--- src/sv/ihrd_pkg.sv ---
package ihrd_pkg;

  localparam int RouteEntriesDefault = 64;

  localparam logic [63:0] V4Map = 64'h0000_ffff_0000_0000;
  localparam logic [5:0]  V4Hdr = 6'd20;
  localparam logic [5:0]  V6Hdr = 6'd40;
  localparam logic [3:0]  VerFour = 4'd4;
  localparam logic [3:0]  VerSix  = 4'd6;

  typedef enum logic [1:0] {
    OP_BYTE  = 2'd0,
    OP_REG   = 2'd1,
    OP_UNREG = 2'd2
  } opcode_t;

  typedef enum logic [2:0] {
    VD_MALFORMED = 3'd0,
    VD_REJECTED  = 3'd1,
    VD_ENDPOINT  = 3'd2,
    VD_OUTSIDE   = 3'd3,
    VD_STORED    = 3'd4,
    VD_NOEFFECT  = 3'd5,
    VD_FULL      = 3'd6
  } verdict_t;

  typedef enum logic [1:0] {
    ACT_NONE = 2'd0,
    ACT_ADD  = 2'd1,
    ACT_DEL  = 2'd2
  } action_t;

  typedef enum logic [2:0] {
    CFG_CHECK_EN = 3'd0,
    CFG_V4_VALID = 3'd1,
    CFG_V4_SRC   = 3'd2,
    CFG_V6_VALID = 3'd3,
    CFG_V6_HIGH  = 3'd4,
    CFG_V6_LOW   = 3'd5
  } cfg_index_t;

  typedef enum logic [2:0] {
    ST_IDLE,
    ST_SEARCH,
    ST_DECIDE,
    ST_OUTPUT
  } state_t;

  typedef enum logic [1:0] {
    JOB_PACKET,
    JOB_REG,
    JOB_UNREG
  } job_t;

  typedef struct packed {
    logic [1:0]  opcode;
    logic [7:0]  data_byte;
    logic        last_byte;
    logic [63:0] route_addr_high;
    logic [63:0] route_addr_low;
    logic [7:0]  endpoint_id;
    logic [63:0] owner_high;
    logic [63:0] owner_low;
  } in_word_t;

  typedef struct packed {
    logic [2:0]  verdict;
    logic [7:0]  target_endpoint;
    logic        is_version_six;
    logic [5:0]  header_length;
    logic [15:0] payload_length;
    logic [1:0]  os_route_action;
  } out_word_t;

  typedef struct packed {
    logic take_byte;
    logic start;
    job_t job;
    logic scan_step;
    logic commit;
    logic load_out;
  } ctl_t;

  typedef struct packed {
    logic scan_done;
    logic frame_end;
  } sts_t;

endpackage

--- src/sv/ihrd_control.sv ---
module ihrd_control (
  input  logic           clk,
  input  logic           rst,
  input  logic           in_valid,
  input  logic [1:0]     in_opcode,
  output logic           in_ready,
  output logic           out_valid,
  input  logic           out_ready,
  output ihrd_pkg::ctl_t ctl,
  input  ihrd_pkg::sts_t sts
);
  import ihrd_pkg::*;

  state_t state, state_next;
  logic   acc;

  assign in_ready = (state == ST_IDLE) && !out_valid;
  assign acc = in_valid && in_ready;

  always_comb begin
    state_next = state;
    case (state)
      ST_IDLE: begin
        if (acc) begin
          if (in_opcode == OP_REG || in_opcode == OP_UNREG) state_next = ST_SEARCH;
          else if (in_opcode == OP_BYTE && sts.frame_end) state_next = ST_SEARCH;
        end
      end
      ST_SEARCH: if (sts.scan_done) state_next = ST_DECIDE;
      ST_DECIDE: state_next = ST_OUTPUT;
      ST_OUTPUT: state_next = ST_IDLE;
      default:   state_next = ST_IDLE;
    endcase
  end

  always_comb begin
    ctl = '0;
    ctl.job = JOB_PACKET;
    case (state)
      ST_IDLE: begin
        ctl.take_byte = acc && in_opcode == OP_BYTE;
        ctl.start = acc && (in_opcode == OP_REG || in_opcode == OP_UNREG ||
                            (in_opcode == OP_BYTE && sts.frame_end));
        if (in_opcode == OP_REG) ctl.job = JOB_REG;
        else if (in_opcode == OP_UNREG) ctl.job = JOB_UNREG;
      end
      ST_SEARCH: ctl.scan_step = 1'b1;
      ST_DECIDE: ctl.commit = 1'b1;
      ST_OUTPUT: ctl.load_out = 1'b1;
      default: ;
    endcase
  end

  always_ff @(posedge clk) begin
    if (rst) begin
      state     <= ST_IDLE;
      out_valid <= 1'b0;
    end else begin
      state <= state_next;
      if (state == ST_OUTPUT) out_valid <= 1'b1;
      else if (out_ready) out_valid <= 1'b0;
    end
  end

endmodule

--- config.mk ---
export PLATFORM = sky130hd
export DESIGN_NAME = ihrd_control
export DESIGN_NICKNAME = d
export VERILOG_FILES = /design/src/sv/ihrd_pkg.sv /design/src/sv/ihrd_control.sv
export SDC_FILE = /design/constraint.sdc
export NUM_CORES = 1
export LEC_CHECK = 0
export BUFFER_PORTS_ARGS = -buffer_cell sky130_fd_sc_hd__buf_2
export CAP_MARGIN = 15
export CORE_AREA = 2 2 39 41
export CTS_CLUSTER_SIZE = 40
export DETAILED_ROUTE_END_ITERATION = 7
export DIE_AREA = 0 0 41 43
export PLACE_DENSITY_LB_ADDON = 0.3
export SLEW_MARGIN = 15
export SYNTH_ARGS = -nofsm -noshare
export SYNTH_HDL_FRONTEND = slang
export SYNTH_SLANG_ARGS = --single-unit
--- constraint.sdc ---
create_clock -name clk -period 1.3 [get_ports clk]
set_input_delay 0.26 -clock clk [delete_from_list [all_inputs] [get_ports clk]]
set_output_delay 0.26 -clock clk [all_outputs]
set_load 0.02 [all_outputs]
; ---- Yosys cells after proc, flatten, opt, wreduce, memory -nomap -nowiden
; Index checks and enable logic that the tools add are counted.
; Widths: inputs -> output; s select.
[totals]
reg_bits = 4
in_bits = 8
output_inout_bits = 9
word_cells = 35
[classes]
eq_ne = 8
n_mux = 13
n_reduce_logical = 12
[ops]
columns = op, count
row1 = $mux 3, 4
row2 = $pmux 3 s3, 1
row3 = $eq 3x2->1 const B, 2
row4 = $logic_and 1x1->1, 5
row5 = $mux 1, 5
row6 = $mux 2, 2
row7 = $mux 4, 1
row8 = $ne 2x2->1 const B, 2
row9 = $eq 3x1->1 const B, 1
row10 = $logic_not 3->1, 1
row11 = $ne 3x1->1 const B, 1
row12 = $reduce_and 3->1, 1
row13 = $eq 2x1->1 const B, 1
row14 = $eq 2x2->1 const B, 1
row15 = $logic_not 2->1, 1
row16 = $logic_or 1x1->1, 2
row17 = $reduce_bool 2->1, 1
row18 = $logic_not 1->1, 1

; ---- Longest topological paths before layout
[logic_depth]
ltp_word = 6
ltp_mapped = 5
ltp_nobuf = 5

; ---- Least setup slack after synthesis
; Ideal clock, no wire load.
[synth_timing]
path_kind = flip-flop to output port
from = reg state[0]
to = out ctl[5] (netlist bit)
arrival_time_ns = 1.214
t_required_ns = 1.040
setup_slack_ns = -0.174
path_stages_with_launch = 6
n_path_buf = 0
cell_sequence = dfxtp_1 > inv_1 > ha_1 > and2b_1 > nand2_1 > nor2_1
[synth_lines]
columns = item, line_no
row1 = "start, declared", ihrd_control.sv:14  ; state_t state, state_next;
row2 = "start signal, assigned", ihrd_control.sv:59  ; state <= state_next;
row3 = "end, declared", ihrd_control.sv:9  ; output ihrd_pkg::ctl_t ctl,

==> key figures <==
Timing
  – Achievable frequency: 662 MHz
  – Final clock skew: 4.13 ps
  – Final worst slack: -210 ps
  – Final period utilization: 116%
  – Final Max Slew Viols: 0
  – Setup TNS: -1240 ps
  – Final Setup Violations: 9
  – Final hold vios: 0
  – Worst-case hold slack: 226 ps
  – Worst Tran Pin Value: 302 ps
  – Post-route minimum period: 1510 ps
  – RSZ-0062 raised after global routing: true
  – Relative slew slack: 79.9%

Floorplanning
  – Row count: 14
  – Io pins: 17
  – Die Ht: 43 um
  – Initial Utilization: 21.2%
  – Die area: 1760 um^2
  – Area of the core: 1380 um^2
  – Die W: 41 um

Setup path
  – Max stage delay on crit path: 330 ps
  – WS Path Type: flip-flop to output pin
  – Setup crit start kind: flip-flop
  – Worst Setup End Kind: output pin
  – CP required: 1040 ps
  – Worst-path cell chain: inv_2 > ha_4 > and2b_2 > and3_4 > buf_6
  – Largest fanout on the critical path: 3
  – Worst EP arrival: 1250 ps
  – Critical path's slowest cell: dfxtp_2

Synthesis
  – Fraction of the mapped netlist area in simple logic gates: 21.7%
  – Xor and xnor area share after synthesis: 0%
  – Synth Area in Adders: 34.0%
  – Yosys warning count: 0
  – Yosys reg bits: 3
  – Synth Area in Compound Gates: 9.36%
  – Syn_nets: 50
  – Avg Cell Area, Syn: 8.65 um^2
  – Register area share after synthesis: 20.4%
  – Mux share of post-synthesis cell area: 6.81%
  – Synth cell types: 13
  – Mapped cell area: 294 um^2
  – Combinational family with the most area after synthesis: adder cells
  – Gate Count Post-Synth: 34

Detailed routing
  – Drt first pass iters: 4
  – WL per Instance: 9.76 um
  – Vias per inst: 4.10
  – Final ANT Viol Nets: 0
  – Drt initial violations: 12
  – Final WL: 810 um
  – DR vias: 340
  – Remaining DRCs: 0

Hold path
  – Worst hold path class: input pin to flip-flop

Pwr
  – PD cells: 1730 nW/um^2
  – Peak supply drop: 0.000816 V
  – Tot Pwr: 1.20 mW
  – Leakage: 0.324 nW

Placement
  – Setup WS pre-CTS: -204 ps
  – Post-DP HPWL: 608 um
  – GPL Wtd Cong: 0.639
  – Number of port buffers: 16

Finish
  – Share of cells above drive strength 1: 76.1%
  – # nets final: 84
  – Syn-to-layout area delta: 137%
  – Final Util: 50.3%
  – N_diodes: 0

Run
  – Max-cap check violation count: 0

Clocking
  – Clk pin slew, worst setup/hold paths: 40 ps
  – CTS H-tree depth: 1
  – CTS root buffer: clkbuf_4
  – CTS max path bufs: 2
  – Clock sink count: 3
  – CTS tree: done
  – Clk Latency, worst-skew pair: 240 ps
  – Total CTS buffers: 3
  – Hold buffers post-CTS: 0

GRT
  – Initial antenna violation count: 0
  – Grt total ovfl: 0
  – First-pass GRT wire length: 1310 um
  – Largest net degree at the start of global routing: 6
  – Vias in the first global route: 329
  – Gr usage total: 11.9%

Run status
  – Failing checks: setup timing
  – Status: finished with violations
## path summary, 6_finish.rpt
| kind | from | to | slack (ps) | depth (start not counted) |
|---|---|---|---|---|
| max | state[1] | ctl[6] | -210 | 5 |
| min reg2reg | out_valid | out_valid | 520 | 2 |
| min | rst | out_valid | 230 | 2 |
| max reg2reg | state[1] | state[0] | -150 | 7 |
## cell type report
cell class	count	area (um^2)
Inverter	6	40.0
Timing Repair Buffer	29	229
Clock buffer	4	26.3
Tap cell	16	20.0
Multi-Input combinational cell	25	318
Sequential cell	3	62.6
Fill cell	133	688
## Yosys cell counts
cell      count  area share, %
a21oi_1       2            3.4
a222oi_1      1            3.4
and2_1        2            4.3
and2b_1       1            2.6
and3_2        1            2.6
dfxtp_1       3             20
ha_1          8             34
inv_1         6            7.7
mux2i_1       2            6.8
nand2_1       1            1.3
nand2b_1      4            8.5
nor2_1        2            2.6
o21bai_1      1            2.6
## per-stage QoR
step / std cells / area, um^2
after global placement: 77 / 538
after detailed placement: 77 / 538
after global routing: 83 / 696
after floorplan: 34 / 355
final: 83 / 696
after CTS: 83 / 688
## state kept, by name, summed over array words and instances, names as in the netlist
register / count
state: 2
out_valid: 1
## logic make-up after synthesis
kind of cell,count (synthesis)
and+or+nand+nor,11
buffers and inverters,6
muxes,2
adders and majority gates,8
AOI/OAI and AO/OA,4
DFF,3
## cell usage in the layout (no fill, tap or decap)
cell type / Yosys / routed
a222oi_1: 1 / 1
and2b_2: 0 / 1
nor2_1: 2 / 1
dfxtp_2: 0 / 2
clkbuf_1: 0 / 1
a21oi_4: 0 / 1
nand2b_1: 4 / 4
buf_2: 0 / 9
ha_1: 8 / 2
mux2i_1: 2 / 2
o21bai_1: 1 / 1
a21oi_1: 2 / 1
inv_6: 0 / 1
inv_12: 0 / 1
nor2_4: 0 / 1
inv_2: 0 / 2
buf_4: 0 / 11
nand2_2: 0 / 1
ha_4: 0 / 6
dfxtp_1: 3 / 1
clkbuf_4: 0 / 3
inv_1: 6 / 2
and3_4: 0 / 1
buf_6: 0 / 9
and2_4: 0 / 2
## where the power goes
group | internal [mW] | total [mW] | switching (mW)
clock network | 0.116 | 0.173 | 0.0572
registers | 0.125 | 0.143 | 0.0179
logic | 0.476 | 0.887 | 0.412
## critical path: cells and delay by family, from the launching register on
family	cells	cell delay (ps)
buffers and inverters	2	170
adders and majority gates	1	150
DFF	1	330
and+or+nand+nor	2	350
## what timing repair did
item / 4_1_cts / 5_1_grt
setup buffers: 3 / 0
setup endpoints to repair: 10 / 9
pin swaps: 1 / 2
resized for setup: 26 / 2
## routing by layer
metal / GRT usage, % / vias up / part of all wire [%]
met3: 6.81 / 4 / 11
met5: 0 / - / 0
met2: 17.2 / 16 / 48
met1: 11.5 / 144 / 38
met4: 10.0 / 0 / 3.1
li1: - / 176 / -
(Power assumes the default switching activity.)
